## src/hdl/scalar_field_rhs_and_sources_defines.svh

```systemverilog
// ----------------------------------------------------------------------------
// scalar_field_rhs_and_sources assertion macros
// Concurrent assertion wrappers; they expand to nothing when SYNTH is defined.
// ----------------------------------------------------------------------------
`ifndef SCALAR_FIELD_RHS_AND_SOURCES_DEFINES_SVH
`define SCALAR_FIELD_RHS_AND_SOURCES_DEFINES_SVH

`ifndef SYNTH
// same-cycle implication
`define SRS_ASSERT_IMPL(lbl, clk, rst_n, ante, cons, msg) \
    lbl: assert property (@(posedge clk) disable iff (!rst_n) (ante) |-> (cons)) \
        else $error(msg);
// next-cycle implication
`define SRS_ASSERT_NEXT(lbl, clk, rst_n, ante, cons, msg) \
    lbl: assert property (@(posedge clk) disable iff (!rst_n) (ante) |=> (cons)) \
        else $error(msg);
`else
`define SRS_ASSERT_IMPL(lbl, clk, rst_n, ante, cons, msg)
`define SRS_ASSERT_NEXT(lbl, clk, rst_n, ante, cons, msg)
`endif

`endif

```

## src/hdl/srs_pkg.sv

```systemverilog
// ----------------------------------------------------------------------------
// srs_pkg
// Types, constants and saturating fixed-point helpers for the scalar field
// right-hand side pipeline.
// ----------------------------------------------------------------------------
`default_nettype none

package srs_pkg;

    localparam int WORD_W     = 32;
    localparam int FRAC_W     = 24;
    localparam int WIDE_W     = 2 * WORD_W + 1;
    localparam int DIV_STEP   = 4;
    localparam int DIV_STAGES = WORD_W / DIV_STEP;
    localparam int DIV_LAT    = DIV_STAGES + 2;
    localparam int CFG_IDX_W  = 1;
    localparam int CFG_DATA_W = 32;

    typedef logic signed [WORD_W-1:0] word_t;
    typedef logic signed [WIDE_W-1:0] wide_t;
    typedef logic signed [4:0]        coef_t;

    localparam word_t WORD_MAX = {1'b0, {(WORD_W-1){1'b1}}};
    localparam word_t WORD_MIN = {1'b1, {(WORD_W-1){1'b0}}};
    localparam word_t FX_ONE   = word_t'(64'sd1 << FRAC_W);

    localparam coef_t K_TWO   = 5'sd2;
    localparam coef_t K_THREE = 5'sd3;
    localparam coef_t K_FOUR  = 5'sd4;

    localparam logic [CFG_IDX_W-1:0] REG_DIM = 1'b0;
    localparam logic [CFG_IDX_W-1:0] REG_CUT = 1'b1;
    localparam logic [3:0]           DIM_RESET = 4'd4;

    typedef struct packed {
        logic [63:0] field_values;
        logic [63:0] first_derivs;
        word_t       second_deriv_psi;
        logic [63:0] lapse_shift;
        logic [63:0] trace_k_chi;
        logic [63:0] metric_diag;
        logic [63:0] geometry_derivs;
        logic [63:0] christoffels;
        word_t       radius;
    } in_t;

    typedef struct packed {
        word_t rhs_psi;
        word_t rhs_k_psi;
        word_t energy_density;
        word_t momentum_density;
        word_t stress_zz;
        word_t stress_ww;
        logic  saturated;
    } out_t;

    typedef struct packed {
        logic  ovf;
        word_t val;
    } fx_t;

    function automatic fx_t fx_sat(input wide_t x);
        fx_t r;
        if (x > wide_t'(WORD_MAX)) begin
            r.ovf = 1'b1;
            r.val = WORD_MAX;
        end else if (x < wide_t'(WORD_MIN)) begin
            r.ovf = 1'b1;
            r.val = WORD_MIN;
        end else begin
            r.ovf = 1'b0;
            r.val = x[WORD_W-1:0];
        end
        return r;
    endfunction

    // product rounded to nearest, ties up
    function automatic fx_t fx_mul(input word_t a, input word_t b);
        logic signed [2*WORD_W-1:0] prod;
        wide_t p;
        prod = (2*WORD_W)'(a) * (2*WORD_W)'(b);
        p = wide_t'(prod) + (wide_t'(1) <<< (FRAC_W - 1));
        return fx_sat(p >>> FRAC_W);
    endfunction

    function automatic fx_t fx_add(input word_t a, input word_t b);
        return fx_sat(wide_t'(a) + wide_t'(b));
    endfunction

    function automatic fx_t fx_sub(input word_t a, input word_t b);
        return fx_sat(wide_t'(a) - wide_t'(b));
    endfunction

    function automatic fx_t fx_scale(input coef_t k, input word_t a);
        logic signed [WORD_W+4:0] p;
        p = (WORD_W+5)'(k) * (WORD_W+5)'(a);
        return fx_sat(wide_t'(p));
    endfunction

    function automatic word_t fx_half(input word_t a);
        logic signed [WORD_W:0] x;
        x = (WORD_W+1)'(a) + (WORD_W+1)'(1);
        return x[WORD_W:1];
    endfunction

    function automatic word_t fx_quarter(input word_t a);
        logic signed [WORD_W+1:0] x;
        x = (WORD_W+2)'(a) + (WORD_W+2)'(2);
        return x[WORD_W+1:2];
    endfunction

endpackage

`default_nettype wire

```

## src/hdl/srs_div.sv

```systemverilog
// ----------------------------------------------------------------------------
// srs_div
// Pipelined fixed-point divider, (num * 2^FRAC_W) / den truncated toward
// zero with saturation; DIV_STEP quotient bits per stage.
// ----------------------------------------------------------------------------
`default_nettype none

module srs_div import srs_pkg::*; (
    input  logic  aclk,
    input  logic  en,
    input  word_t num,
    input  word_t den,
    output word_t quot,
    output logic  ovf
);

    localparam int REM_W = WORD_W + 1;
    localparam logic [WORD_W-1:0] MAG_MIN = {1'b1, {(WORD_W-1){1'b0}}};

    typedef struct packed {
        logic [REM_W-1:0]  rem;
        logic [WORD_W-1:0] bits;
        logic [WORD_W-1:0] quo;
        logic [WORD_W-1:0] dvs;
        logic              neg;
        logic              zero;
        logic              big;
        logic              num_neg;
    } dstage_t;

    dstage_t prep_next;
    dstage_t stg_reg  [0:DIV_STAGES];
    dstage_t stg_next [1:DIV_STAGES];
    word_t   quot_reg, quot_next;
    logic    ovf_reg, ovf_next;

    always_comb begin
        logic [WORD_W-1:0] an;
        logic [WORD_W-1:0] bn;
        an = num[WORD_W-1] ? (~num + WORD_W'(1)) : num;
        bn = den[WORD_W-1] ? (~den + WORD_W'(1)) : den;
        prep_next.rem     = REM_W'(an >> (WORD_W - FRAC_W));
        prep_next.bits    = an << FRAC_W;
        prep_next.quo     = '0;
        prep_next.dvs     = bn;
        prep_next.neg     = num[WORD_W-1] ^ den[WORD_W-1];
        prep_next.zero    = (den == '0);
        prep_next.big     = (REM_W'(an >> (WORD_W - FRAC_W)) >= REM_W'(bn));
        prep_next.num_neg = num[WORD_W-1];
    end

    // restoring steps
    always_comb begin
        dstage_t cur;
        logic [REM_W-1:0] trial;
        for (int k = 1; k <= DIV_STAGES; k++) begin
            cur = stg_reg[k-1];
            for (int j = 0; j < DIV_STEP; j++) begin
                trial    = {cur.rem[WORD_W-1:0], cur.bits[WORD_W-1]};
                cur.bits = cur.bits << 1;
                if (trial >= {1'b0, cur.dvs}) begin
                    cur.rem = trial - {1'b0, cur.dvs};
                    cur.quo = {cur.quo[WORD_W-2:0], 1'b1};
                end else begin
                    cur.rem = trial;
                    cur.quo = {cur.quo[WORD_W-2:0], 1'b0};
                end
            end
            stg_next[k] = cur;
        end
    end

    always_comb begin
        dstage_t fin;
        fin = stg_reg[DIV_STAGES];
        ovf_next  = 1'b0;
        quot_next = fin.quo;
        if (fin.zero) begin
            ovf_next  = 1'b1;
            quot_next = fin.num_neg ? WORD_MIN : WORD_MAX;
        end else if (fin.big) begin
            ovf_next  = 1'b1;
            quot_next = fin.neg ? WORD_MIN : WORD_MAX;
        end else if (!fin.neg) begin
            if (fin.quo[WORD_W-1]) begin
                ovf_next  = 1'b1;
                quot_next = WORD_MAX;
            end
        end else begin
            if (fin.quo > MAG_MIN) begin
                ovf_next  = 1'b1;
                quot_next = WORD_MIN;
            end else begin
                quot_next = ~fin.quo + WORD_W'(1);
            end
        end
    end

    always_ff @(posedge aclk) begin
        if (en) begin
            stg_reg[0] <= prep_next;
            for (int k = 1; k <= DIV_STAGES; k++) begin
                stg_reg[k] <= stg_next[k];
            end
            quot_reg <= quot_next;
            ovf_reg  <= ovf_next;
        end
    end

    assign quot = quot_reg;
    assign ovf  = ovf_reg;

endmodule

`default_nettype wire

```

## config.mk

```make
export PLATFORM = sky130hd
export DESIGN_NAME = srs_div
export DESIGN_NICKNAME = d
export VERILOG_FILES = /design/src/hdl/scalar_field_rhs_and_sources_defines.svh /design/src/hdl/srs_pkg.sv /design/src/hdl/srs_div.sv
export SDC_FILE = /design/constraint.sdc
export NUM_CORES = 2
export LEC_CHECK = 0
export BUFFER_PORTS_ARGS = -buffer_cell sky130_fd_sc_hd__buf_2
export CAP_MARGIN = 20
export CORE_UTILIZATION = 55
export CTS_BUF_LIST = sky130_fd_sc_hd__clkbuf_4 sky130_fd_sc_hd__clkbuf_8
export CTS_CLUSTER_DIAMETER = 60
export DETAILED_ROUTE_END_ITERATION = 6
export PLACE_DENSITY_LB_ADDON = 0.25
export SKIP_CTS_REPAIR_TIMING = 1
export SYNTH_ARGS = -nofsm -noshare
export SYNTH_HDL_FRONTEND = slang
export SYNTH_SLANG_ARGS = --single-unit
```

## constraint.sdc

```tcl
create_clock -name aclk -period 31.2 [get_ports aclk]
set_input_delay 1.56 -clock aclk [delete_from_list [all_inputs] [get_ports aclk]]
set_output_delay 1.56 -clock aclk [all_outputs]
set_load 0.005 [all_outputs]
```

==> metrics.md <==
| Metric | Value |
|---|---|
| Share of Yosys cell area claimed by the top area cell type | 0.260 |
| Synth warn | 0 |
| EDFF count, synth | 729 |
| Vias | 75955 |
| Main synth FF type | edfxtp_1 |
| Final Net Count | 10860 |
| Initial antenna violation count | 24 |
| Synth Area in Compound Gates | 0.236 |
| Async SR Flop Fraction | 0 |
| Reg2reg path depth | 52 |
| Synth Area in Adders | 0.156 |
| End of the worst register-to-register path | stg_reg[0][485] |
| Count of different cell masters after synthesis | 108 |
| Fillers | 13469 |
| Die area | 154000 µm² |
| Port Buffers | 98 |
| Grt ovf | 0 |
| WL/cell | 22.6 µm |
| Largest net degree at the start of global routing | 79 |
| Hold path cells | 0 |
| Hold Crit Class | flop to flop |
| Starting Density | 0.553 |
| GR Util met1 | 0.474 |
| Register area | 21900 µm² |
| Routability cong. | 1.01 |
| Critical Path Fanout Max | 48 |
| Clk slew on worst S/H paths | 0.06 ns |
| Vias in the first global route | 70401 |
| Multiplexer share of the synthesized area | 0.0728 |
| DR pass1 iterations | 7 |
| Post-synthesis xor/xnor area fraction | 0.0922 |
| Flop2flop setup slack | 14.91 ns |
| Mapped Area | 84100 µm² |
| DR iter-0 viols | 7732 |
| Die Y | 393 µm |
| Largest register FFs | 696 |
| HPWL after detailed placement | 219000 µm |
| H-Tree Depth | 4 |
| Max clock buf depth | 3 |
| Post-DRT Antenna Nets | 0 |
| Max incr delay on CP | 0.89 ns |
| Worst setup path class | flop to flop |
| Site row count | 143 |
| Worst-Skew Late Latency | 0.90 ns |
| Post-synth top area cell | edfxtp_1 |
| Setup-failing EPs final | 0 |
| Worst-Margin Slew | 1.12 ns |
| Worst Path Required | 31.83 ns |
| Post-route clock skew | 0.0604 ns |
| Synth area leaders | edfxtp_1 (26%), ha_1 (15%), xnor2_1 (6.4%), a21oi_1 (5.7%), mux2_2 (5.7%) |
| Total Neg Setup Slack | 0 ns |
| Met3 GRT Util | 0.0610 |
| RSZ-0062 raised after global routing | false |
| Avg Cell Area, Syn | 8.70 µm² |
| Slew Viols, Final | 0 |
| Die Wd | 393 µm |
| CP most frequent cell | a21oi_1 |
| Mapped Nets | 10771 |
| CTS root buf | clkbuf_8 |
| Cells after Synth | 9665 |
| GRT Util Overall | 0.339 |
| Core box area | 152000 µm² |
| Num CTS Buffers | 144 |
| #FFs+latches synth | 729 |
| Vias/cell | 6.38 |
| Total routed wirelength | 269000 µm |
| Hold_sp | stg_reg[0][774] |
| CP endpoint kind | flop |
| CTS tree | done |
| Hold Fails Final Rpt | 0 |
| Post-synth top cells | ha_1 (1026), a21oi_1 (960), edfxtp_1 (729) |
| Slew margin rel. | 0.246 |
| Final worst-path cycle share | 0.522 |
| Crit path launch type | flop |
| Post-route DRC | 0 |
| Max_cap viols | 0 |
| Global-route wire length before repair | 408000 µm |
| Crit path time final | 16.29 ns |
| Fmax | 61.4 MHz |
| Count leader, synth | ha_1 |
| Hold endpoint | stg_reg[0][903] |
| Status | completed |
| Simple-gate share of the synthesized area | 0.145 |
| Most Used Layer, Global Route | met2 |
| Seq/Total Area, Yosys | 0.260 |
| Layout cell share with drive strength beyond 1 | 0.0953 |
| Largest family of logic cells by synthesized area | compound AO/OA/AOI/OAI gates |
| Area occupied by multi-input gates | 59100 µm² |
| # IOs | 99 |
| Post-layout util | 0.591 |
| Grt met2 use | 0.514 |
| CP max-delay cell | a211oi_1 |
| Area grow syn2layout | 6.85% |
| RR Startpoint | stg_reg[0][263] |
| Worst endpoint data arrival time | 16.92 ns |
| CTS Sinks | 729 |
==> cell families after synthesis <==
group / after synthesis
compound gates: 3120
simple gates: 2532
fa+ha+maj: 1040
xor+xnor: 885
buf+inv: 808
flops: 729
mux: 551
==> cell type report <==
type                       instances  share of cell area
multi-input combinational       8128               0.658
tap                             2030              0.0283
sequential                       729               0.244
inverter                         596              0.0249
clock inverter                    78             0.00833
antenna                            9            0.000251
timing repair buffer             155              0.0106
clock buffer                     183              0.0255
==> routing by layer <==
| metal | wire [µm] | vias to the layer above |
|---|---|---|
| met3 | 23000 | 497 |
| li1 | - | 36362 |
| met5 | 110 | - |
| met1 | 120000 | 35972 |
| met4 | 10900 | 16 |
| met2 | 116000 | 3108 |
==> worst max-delay path by stage <==
stage                    start               to  slack (ns)  depth (start not counted)
6_report       stg_reg[0][263]  stg_reg[0][485]       14.91                         52
3_5_place_dp   stg_reg[0][263]  stg_reg[0][485]       15.36                         51
4_1_cts        stg_reg[0][263]  stg_reg[0][485]       15.34                         51
5_1_grt        stg_reg[0][134]  stg_reg[0][365]       14.13                         53
3_3_place_gp   stg_reg[0][134]  stg_reg[0][365]       15.50                         53
2_1_floorplan  stg_reg[0][134]  stg_reg[0][358]       18.43                         54
==> layout by cell type (no fill, tap or decap), types with 23 or more instances in the layout <==
cell type and count:
clkbuf_4 36, nor4_1 45, clkinv_1 25, a2111oi_0 23
o211ai_1 50, ha_1 1026, a31oi_1 87, or2_2 39
mux2i_1 76, nand4_1 141, edfxtp_1 729, nor3_1 184
a211oi_1 77, o31ai_1 74, nand2b_1 149, nor2b_1 113
nor2_1 665, mux2_1 46, nand3_1 171, a21o_1 476
and4_1 34, clkbuf_8 147, or4_1 26, buf_2 97
and2_1 53, buf_4 56, a21oi_1 959, a221o_1 23
mux2_2 425, and3_1 82, inv_1 585, xnor2_1 611
nand2_1 706, o21ai_0 665, o21bai_1 146, xor2_1 274
o21a_1 142, a21boi_0 33, a22oi_1 33, or3_1 65
==> per-stage QoR <==
stage	instances	instance area (µm²)	setup slack, ns	hold WS, ns
floorplan	9665	84100	18.43	0.400
global placement	11637	86700	15.50	0.400
detailed placement	11637	86700	15.36	0.405
CTS	11898	89800	15.34	0.380
global route	11904	89800	14.13	0.393
finish	11908	89800	14.91	0.377
==> worst max-delay path, delay by kind of cell, from the launching register on <==
family	cells	cell delay (ns)
AO/OA/AOI/OAI	26	8.01
AND/OR/NAND/NOR	12	3.17
buffers and inverters	6	1.78
multiplexers	4	1.31
adder cells (fa/ha/maj)	4	1.23
flip-flops	1	0.51
Power is left out: the tool's default activity adds up to more than one toggle a clock period on the data nets, which glitch-free logic cannot reach.
