[config.mk]
export PLATFORM = sky130hd
export DESIGN_NAME = srs_obuf
export DESIGN_NICKNAME = d
export VERILOG_FILES = /design/src/hdl/scalar_field_rhs_and_sources_defines.svh /design/src/hdl/srs_pkg.sv /design/src/hdl/srs_obuf.sv
export SDC_FILE = /design/constraint.sdc
export NUM_CORES = 1
export LEC_CHECK = 0
export BUFFER_PORTS_ARGS = -buffer_cell sky130_fd_sc_hd__buf_2
export CELL_PAD_IN_SITES_DETAIL_PLACEMENT = 0
export CELL_PAD_IN_SITES_GLOBAL_PLACEMENT = 1
export CORE_AREA = 5 5 181 183
export DETAILED_ROUTE_END_ITERATION = 8
export DIE_AREA = 0 0 186 188
export GPL_TIMING_DRIVEN = 1
export PLACE_DENSITY_LB_ADDON = 0.1
export SETUP_SLACK_MARGIN = 0.1
export SKIP_LAST_GASP = 1
export SLEW_MARGIN = 10
export SYNTH_ARGS = -nofsm -noshare
export SYNTH_HDL_FRONTEND = slang
export SYNTH_SLANG_ARGS = --single-unit
[constraint.sdc]
create_clock -name aclk -period 54.9 [get_ports aclk]
set_input_delay 8.235 -clock aclk [delete_from_list [all_inputs] [get_ports aclk]]
set_output_delay 8.235 -clock aclk [all_outputs]
set_load 0.03 [all_outputs]
[src/hdl/scalar_field_rhs_and_sources_defines.svh]
// ----------------------------------------------------------------------------
// scalar_field_rhs_and_sources assertion macros
// Concurrent assertion wrappers; they expand to nothing when SYNTH is defined.
// ----------------------------------------------------------------------------
`ifndef SCALAR_FIELD_RHS_AND_SOURCES_DEFINES_SVH
`define SCALAR_FIELD_RHS_AND_SOURCES_DEFINES_SVH

`ifndef SYNTH
// same-cycle implication
`define SRS_ASSERT_IMPL(lbl, clk, rst_n, ante, cons, msg) \
    lbl: assert property (@(posedge clk) disable iff (!rst_n) (ante) |-> (cons)) \
        else $error(msg);
// next-cycle implication
`define SRS_ASSERT_NEXT(lbl, clk, rst_n, ante, cons, msg) \
    lbl: assert property (@(posedge clk) disable iff (!rst_n) (ante) |=> (cons)) \
        else $error(msg);
`else
`define SRS_ASSERT_IMPL(lbl, clk, rst_n, ante, cons, msg)
`define SRS_ASSERT_NEXT(lbl, clk, rst_n, ante, cons, msg)
`endif

`endif

[src/hdl/srs_pkg.sv]
// ----------------------------------------------------------------------------
// srs_pkg
// Types, constants and saturating fixed-point helpers for the scalar field
// right-hand side pipeline.
// ----------------------------------------------------------------------------
`default_nettype none

package srs_pkg;

    localparam int WORD_W     = 32;
    localparam int FRAC_W     = 24;
    localparam int WIDE_W     = 2 * WORD_W + 1;
    localparam int DIV_STEP   = 4;
    localparam int DIV_STAGES = WORD_W / DIV_STEP;
    localparam int DIV_LAT    = DIV_STAGES + 2;
    localparam int CFG_IDX_W  = 1;
    localparam int CFG_DATA_W = 32;

    typedef logic signed [WORD_W-1:0] word_t;
    typedef logic signed [WIDE_W-1:0] wide_t;
    typedef logic signed [4:0]        coef_t;

    localparam word_t WORD_MAX = {1'b0, {(WORD_W-1){1'b1}}};
    localparam word_t WORD_MIN = {1'b1, {(WORD_W-1){1'b0}}};
    localparam word_t FX_ONE   = word_t'(64'sd1 << FRAC_W);

    localparam coef_t K_TWO   = 5'sd2;
    localparam coef_t K_THREE = 5'sd3;
    localparam coef_t K_FOUR  = 5'sd4;

    localparam logic [CFG_IDX_W-1:0] REG_DIM = 1'b0;
    localparam logic [CFG_IDX_W-1:0] REG_CUT = 1'b1;
    localparam logic [3:0]           DIM_RESET = 4'd4;

    typedef struct packed {
        logic [63:0] field_values;
        logic [63:0] first_derivs;
        word_t       second_deriv_psi;
        logic [63:0] lapse_shift;
        logic [63:0] trace_k_chi;
        logic [63:0] metric_diag;
        logic [63:0] geometry_derivs;
        logic [63:0] christoffels;
        word_t       radius;
    } in_t;

    typedef struct packed {
        word_t rhs_psi;
        word_t rhs_k_psi;
        word_t energy_density;
        word_t momentum_density;
        word_t stress_zz;
        word_t stress_ww;
        logic  saturated;
    } out_t;

    typedef struct packed {
        logic  ovf;
        word_t val;
    } fx_t;

    function automatic fx_t fx_sat(input wide_t x);
        fx_t r;
        if (x > wide_t'(WORD_MAX)) begin
            r.ovf = 1'b1;
            r.val = WORD_MAX;
        end else if (x < wide_t'(WORD_MIN)) begin
            r.ovf = 1'b1;
            r.val = WORD_MIN;
        end else begin
            r.ovf = 1'b0;
            r.val = x[WORD_W-1:0];
        end
        return r;
    endfunction

    // product rounded to nearest, ties up
    function automatic fx_t fx_mul(input word_t a, input word_t b);
        logic signed [2*WORD_W-1:0] prod;
        wide_t p;
        prod = (2*WORD_W)'(a) * (2*WORD_W)'(b);
        p = wide_t'(prod) + (wide_t'(1) <<< (FRAC_W - 1));
        return fx_sat(p >>> FRAC_W);
    endfunction

    function automatic fx_t fx_add(input word_t a, input word_t b);
        return fx_sat(wide_t'(a) + wide_t'(b));
    endfunction

    function automatic fx_t fx_sub(input word_t a, input word_t b);
        return fx_sat(wide_t'(a) - wide_t'(b));
    endfunction

    function automatic fx_t fx_scale(input coef_t k, input word_t a);
        logic signed [WORD_W+4:0] p;
        p = (WORD_W+5)'(k) * (WORD_W+5)'(a);
        return fx_sat(wide_t'(p));
    endfunction

    function automatic word_t fx_half(input word_t a);
        logic signed [WORD_W:0] x;
        x = (WORD_W+1)'(a) + (WORD_W+1)'(1);
        return x[WORD_W:1];
    endfunction

    function automatic word_t fx_quarter(input word_t a);
        logic signed [WORD_W+1:0] x;
        x = (WORD_W+2)'(a) + (WORD_W+2)'(2);
        return x[WORD_W+1:2];
    endfunction

endpackage

`default_nettype wire

[src/hdl/srs_obuf.sv]
// ----------------------------------------------------------------------------
// srs_obuf
// Output register with a skid entry; the pipeline advances whenever the
// skid entry is empty.
// ----------------------------------------------------------------------------
`default_nettype none

module srs_obuf import srs_pkg::*; (
    input  logic aclk,
    input  logic aresetn,
    input  logic p_valid,
    input  out_t p_data,
    output logic p_en,
    output logic m_valid,
    input  logic m_ready,
    output out_t m_data
);

    logic out_valid_reg;
    logic skid_valid_reg;
    out_t out_data_reg;
    out_t skid_data_reg;

    always_ff @(posedge aclk) begin
        if (!aresetn) begin
            out_valid_reg  <= 1'b0;
            skid_valid_reg <= 1'b0;
        end else if (m_ready || !out_valid_reg) begin
            out_valid_reg  <= skid_valid_reg | p_valid;
            skid_valid_reg <= 1'b0;
        end else if (p_valid && !skid_valid_reg) begin
            skid_valid_reg <= 1'b1;
        end
    end

    always_ff @(posedge aclk) begin
        if (m_ready || !out_valid_reg) begin
            out_data_reg <= skid_valid_reg ? skid_data_reg : p_data;
        end else if (!skid_valid_reg) begin
            skid_data_reg <= p_data;
        end
    end

    assign p_en    = !skid_valid_reg;
    assign m_valid = out_valid_reg;
    assign m_data  = out_data_reg;

endmodule

`default_nettype wire

==> metrics.md, run 1 <==
| Metric | Value |
|---|---|
| Synth warn | 0 |
| CTS Buf Count | 40 |
| Vias in the first global route | 7575 |
| Worst setup EP type | register |
| Final period utilization | 18.8% |
| Complex-gate fraction of the synthesized area | 0.0945% |
| First-pass GRT wire length | 45.0 mm |
| Final Hold Vio Count | 0 |
| Largest net degree at the start of global routing | 123 |
| Tightest Pin Transition | 1040 ps |
| Die Y | 188 um |
| Seq/Total Area, Yosys | 79.8% |
| Synth Cell Area | 14600 um^2 |
| Main area contributors after synthesis | edfxtp_1, mux2_4, mux2_2 |
| Worst-path clk slew | 60 ps |
| Gate Count Post-Synth | 609 |
| Multi-input gate area | 2720 um^2 |
| Peak VDD IR | 0.0229 mV |
| DR pass1 iterations | 4 |
| Die area | 35000 um^2 |
| Share of layout cells above drive strength 1 | 62.1% |
| Root Buffer | clkbuf_16 |
| Critical Path Fanout Max | 51 |
| F_max | 0.0971 GHz |
| H-tree Lvls | 2 |
| Final Slew Violations | 0 |
| Gr usage total | 16.8% |
| Worst Setup Start Kind | input pin |
| Syn-to-layout area delta | 25.2% |
| Count of cell types in the netlist | 11 |
| Xor/xnor share of the synthesized area | 0% |
| Cell Area, Placed | 16900 um^2 |
| Dpl hpwl | 20.7 mm |
| HP Class | reg -> reg |
| DR iter-0 viols | 311 |
| Status | complete, no violations |
| RSZ-0062 raised after global routing | no |
| Family with the most delay on the worst path | buffers and inverters |
| Worst skew pair latency | 510 ps |
| Fill count | 2434 |
| Chip width | 186 um |
| Hold_buf cts | 0 |
| Post-route DRC | 0 |
| Global route overflow | 0 |
| Core area | 31100 um^2 |
| WL/cell | 21.1 um |
| Final setup fails | 0 |
| Largest family of logic cells by synthesized area | multiplexers |
| Layout Nets | 1224 |
| Worst path bufs/invs | 3 |
| Max Clock Skew | 8.88 ps |
| Placer congestion estimate | 0.750 |
| Adder-Cell Fraction of Synth Area | 0% |
| CTS resizes | 0 |
| Crit path time final | 10300 ps |
| Total of max-cap violations | 0 |
| Top cell type's share of synthesized area | 79.6% |
| IO Port Bufs | 391 |
| Average size of a mapped cell | 23.9 um^2 |
| Site Rows | 65 |
| DR vias/cell | 4.87 |
| Post-synthesis register bit count | 388 |
| Critical path's most frequent cell | buf_4 |
| DRT antenna net count | 0 |
| Cell accounting for the most synthesized area | edfxtp_1 |
| Post-synth net total | 806 |
| Multiplexer area fraction after synthesis | 18.5% |
| Routed wire length | 30.9 mm |
| Critical Path RT | 55040 ps |
| CP Cell Sequence | buf_2 > nor2b_4 > buf_4 > buf_4 |
| FF/Latch Area | 11600 um^2 |
| Setup TNS Final | 0 ps |
| Worst relative slew slack | 30.4% |
| Max Buffers Root-to-Sink | 3 |
| CTS tree | done |
| Synth Area in Simple Gates | 0.0687% |
| I/O pin cnt | 392 |
| Slowest CP cell | buf_4 |
| Initial antenna violation count | 11 |
| Post-CTS setup buffers | 0 |
| Initial core utilization | 46.9% |
| Static Leak | 7.18 nW |
| CP Class | in -> reg |
| Slowest stage delay, CP | 690 ps |
| Pwr Density | 38.1 nW/um^2 |
| Vias post-DR | 7124 |
| Final std cell area, no fill | 18200 um^2 |
| CP arrival | 10440 ps |
| Clock sink total | 388 |
area by class of cell:
cell class,instances,area share (%)
antenna,4,0.0549
clock buffer,44,5.69
clock inverter,27,1.71
inverter,2,0.0823
multi-input combinational,197,14.9
sequential,388,63.8
tap,402,2.76
timing repair buffer,398,11.0
final timing paths:
kind | from | end | slack (ps) | depth (start not counted)
max | m_ready | skid_data_reg[51] | 44600 | 4
min | skid_data_reg[59] | m_data[59] | 560 | 1
max reg2reg | m_valid | skid_data_reg[51] | 52060 | 3
min reg2reg | skid_data_reg[59] | m_data[59] | 560 | 1
report_power, final:
| group | internal, mW | total (mW) | switching [mW] |
|---|---|---|---|
| clock network | 0.169 | 0.278 | 0.109 |
| logic | 0.0233 | 0.0652 | 0.0418 |
| registers | 0.346 | 0.351 | 0.00483 |
metrics by stage:
step	utilization [%]	std cells	hold slack (ps)	total power, mW	setup WS [ps]
2_1_floorplan	-	609	535	0.401	25640
3_3_place_gp	54.3	1387	544	0.423	44020
4_1_cts	58.7	1458	563	0.703	44590
3_5_place_dp	54.3	1387	548	0.424	44050
6_report	58.7	1462	557	0.695	44600
5_1_grt	58.7	1460	571	0.720	44470
metal layers:
layer	share of wire (%)	wire, um	track usage, %
met3	11	3460	7.78
met1	39	12100	21.0
met5	0.34	104	0
met2	47	14500	26.8
met4	2.1	639	4.40
cell families (layout without fill, tap and decap cells):
kind of cell / Yosys count / in the layout
flops: 388 / 388
mux: 193 / 193
buf+inv: 24 / 471
compound gates: 2 / 2
simple gates: 2 / 2
other cells: 0 / 4
Yosys cell counts:
master and n:
o31a_1 1, buf_6 17, nor2_1 1, dfxtp_1 2
inv_1 2, edfxtp_1 386, buf_2 5, mux2_2 56
o21ai_0 1, nor2b_1 1, mux2_4 137
cell usage in the layout (no fill, tap or decap), drive strengths merged:
master / count
nor2b: 1
dfxtp: 2
clkinvlp: 4
diode: 4
clkinv: 16
buf: 398
clkbuf: 44
inv: 2
o21ai: 1
mux2: 193
edfxtp: 386
nor2: 1
bufinv: 7
o31a: 1
Power figures use the tool's default switching activity.
==> inputs of run 2 (changes only) <==
- CORE_AREA: 5 5 181 183 -> 5 5 186 188
- DIE_AREA: 0 0 186 188 -> 0 0 191 193
- clock period: 54.9 -> 9.7 ns (I/O delays scaled with it)
==> metrics.md, run 2 (synthesized netlist as in run 1, its figures left out) <==
| Metric | Value |
|---|---|
| Status | complete, no violations |
| FF-to-FF path depth | 3 |
| HP Class | reg -> reg |
| Gr usage total | 16.3% |
| Final Hold Vio Count | 0 |
| Vias in the first global route | 7572 |
| Family with the most delay on the worst path | buffers and inverters |
| Dpl hpwl | 20.8 mm |
| Global route overflow | 0 |
| Critical Path RT | 9960 ps |
| Routed wire length | 31.6 mm |
| DR vias/cell | 4.71 |
| Hold_buf cts | 0 |
| Path length in cells of the critical path | 3 |
| F_max | 0.312 GHz |
| Die area | 36900 um^2 |
| Worst Setup Start Kind | register |
| Final period utilization | 33.0% |
| Max Clock Skew | 9.36 ps |
| Vias post-DR | 7108 |
| Pwr Density | 214 nW/um^2 |
| First-pass GRT wire length | 45.8 mm |
| CP Cell Sequence | buf_4 > buf_4 > mux2_2 |
| Total of max-cap violations | 0 |
| Initial core utilization | 44.2% |
| Site Rows | 67 |
| Worst skew pair latency | 520 ps |
| Final setup fails | 0 |
| Worst relative slew slack | 28.8% |
| Max Buffers Root-to-Sink | 3 |
| CTS tree | done |
| DRT antenna net count | 0 |
| Critical path's most frequent cell | buf_4 |
| WL/cell | 20.9 um |
| DR pass1 iterations | 4 |
| Internal power | 3.04 mW |
| Post-CTS setup buffers | 0 |
| I/O pin cnt | 392 |
| Core area | 32900 um^2 |
| Cell Area, Placed | 16900 um^2 |
| CTS resizes | 0 |
| CP Class | reg -> reg |
| Peak VDD IR | 0.193 mV |
| Combinational Power Share | 9.5% |
| Largest net degree at the start of global routing | 129 |
| Die Y | 193 um |
| Root Buffer | clkbuf_16 |
| Post-route DRC | 0 |
| Non-filler instance count after layout | 1510 |
| H-tree Lvls | 2 |
| Dpl cells | 1432 |
| Tightest Pin Transition | 1070 ps |
| Most common cell after layout, fill and taps aside | buf_2 |
| CTS Buf Count | 42 |
| Hold depth | 1 |
| DR iter-0 viols | 342 |
| Worst path bufs/invs | 2 |
| Worst setup EP type | register |
| Syn-to-layout area delta | 25.7% |
| Static Leak | 7.19 nW |
| Layout Nets | 1225 |
| Share of layout cells above drive strength 1 | 61.7% |
| Initial antenna violation count | 12 |
| Sw frac | 22.6% |
| CP arrival | 3460 ps |
| RSZ-0062 raised after global routing | no |
| Placer congestion estimate | 0.727 |
| Worst-path clk slew | 60 ps |
| Flop pwr share | 50.6% |
| Slowest CP cell | buf_4 |
| Clock sink total | 388 |
| Final std cell area, no fill | 18300 um^2 |
| Final Slew Violations | 0 |
| Chip width | 191 um |
| Slowest stage delay, CP | 900 ps |
| Crit path time final | 3200 ps |
| Most frequent cells in the layout | buf_2, edfxtp_1, mux2_4 |
| IO Port Bufs | 391 |
| Clock power share | 39.9% |
| Critical Path Fanout Max | 57 |
| P_sw | 884 uW |
-- run 2: changes by cell type in the layout (fill, tap and decap cells not counted), moves of 2 or more --
cell,previous run,this run
clkbuf_1,3,9
clkbuf_16,41,45
clkinvlp_4,4,1
bufinv_16,7,3
clkinv_2,10,8
clkbuf_8,0,3
buf_4,7,5
-- run 2: metrics by stage --
stage	hold WS [ps]	TNS, ps	worst slack [ps]	power [mW]	util [%]
detailed placement	548	0	5980	2.40	51.4
global placement	545	0	5960	2.39	51.4
finish	557	0	6500	3.92	55.6
floorplan	535	-83050	-430	2.26	-
CTS	560	0	6430	3.97	55.6
global route	569	0	6310	4.06	55.6
-- run 2: layout make-up --
cell class              count  area [um^2]
inverters                   2         15.0
well taps                 448          561
clock buffers              57         1200
clock inverters            17          156
multi-input cells         197         2720
fillers                  2685        14600
flip-flops and latches    388        11600
repair buffers            397         2010
diodes                      4         10.0
-- run 2: worst register-to-register path, delay by kind of cell, from the launching register on --
kind / cells / cell delay [ps]
flops: 1 / 730
mux: 1 / 520
buf+inv: 2 / 1690
-- run 2: final timing paths --
kind,start,to,slack [ps]
setup / recovery,skid_valid_reg,m_data[2],6500
hold reg to reg,skid_data_reg[113],m_data[113],560
setup reg to reg,skid_valid_reg,m_data[2],6500
hold / removal,skid_data_reg[113],m_data[113],560
-- run 2: routing by layer --
metal	global-route usage, %	part of all wire, %	routed length [um]
met5	0	0.28	89
met4	4.12	2.0	641
met2	26.7	48	15300
met1	20.1	40	12500
met3	7.00	9.9	3140
-- run 2: power by group through the flow --
stage	clock network (mW)	registers, mW	logic [mW]
finish	1.56	1.98	0.371
global route	1.68	1.99	0.395
CTS	1.61	1.99	0.379
detailed placement	0	2.02	0.378
global placement	0	2.02	0.376
floorplan	0	2.16	0.106
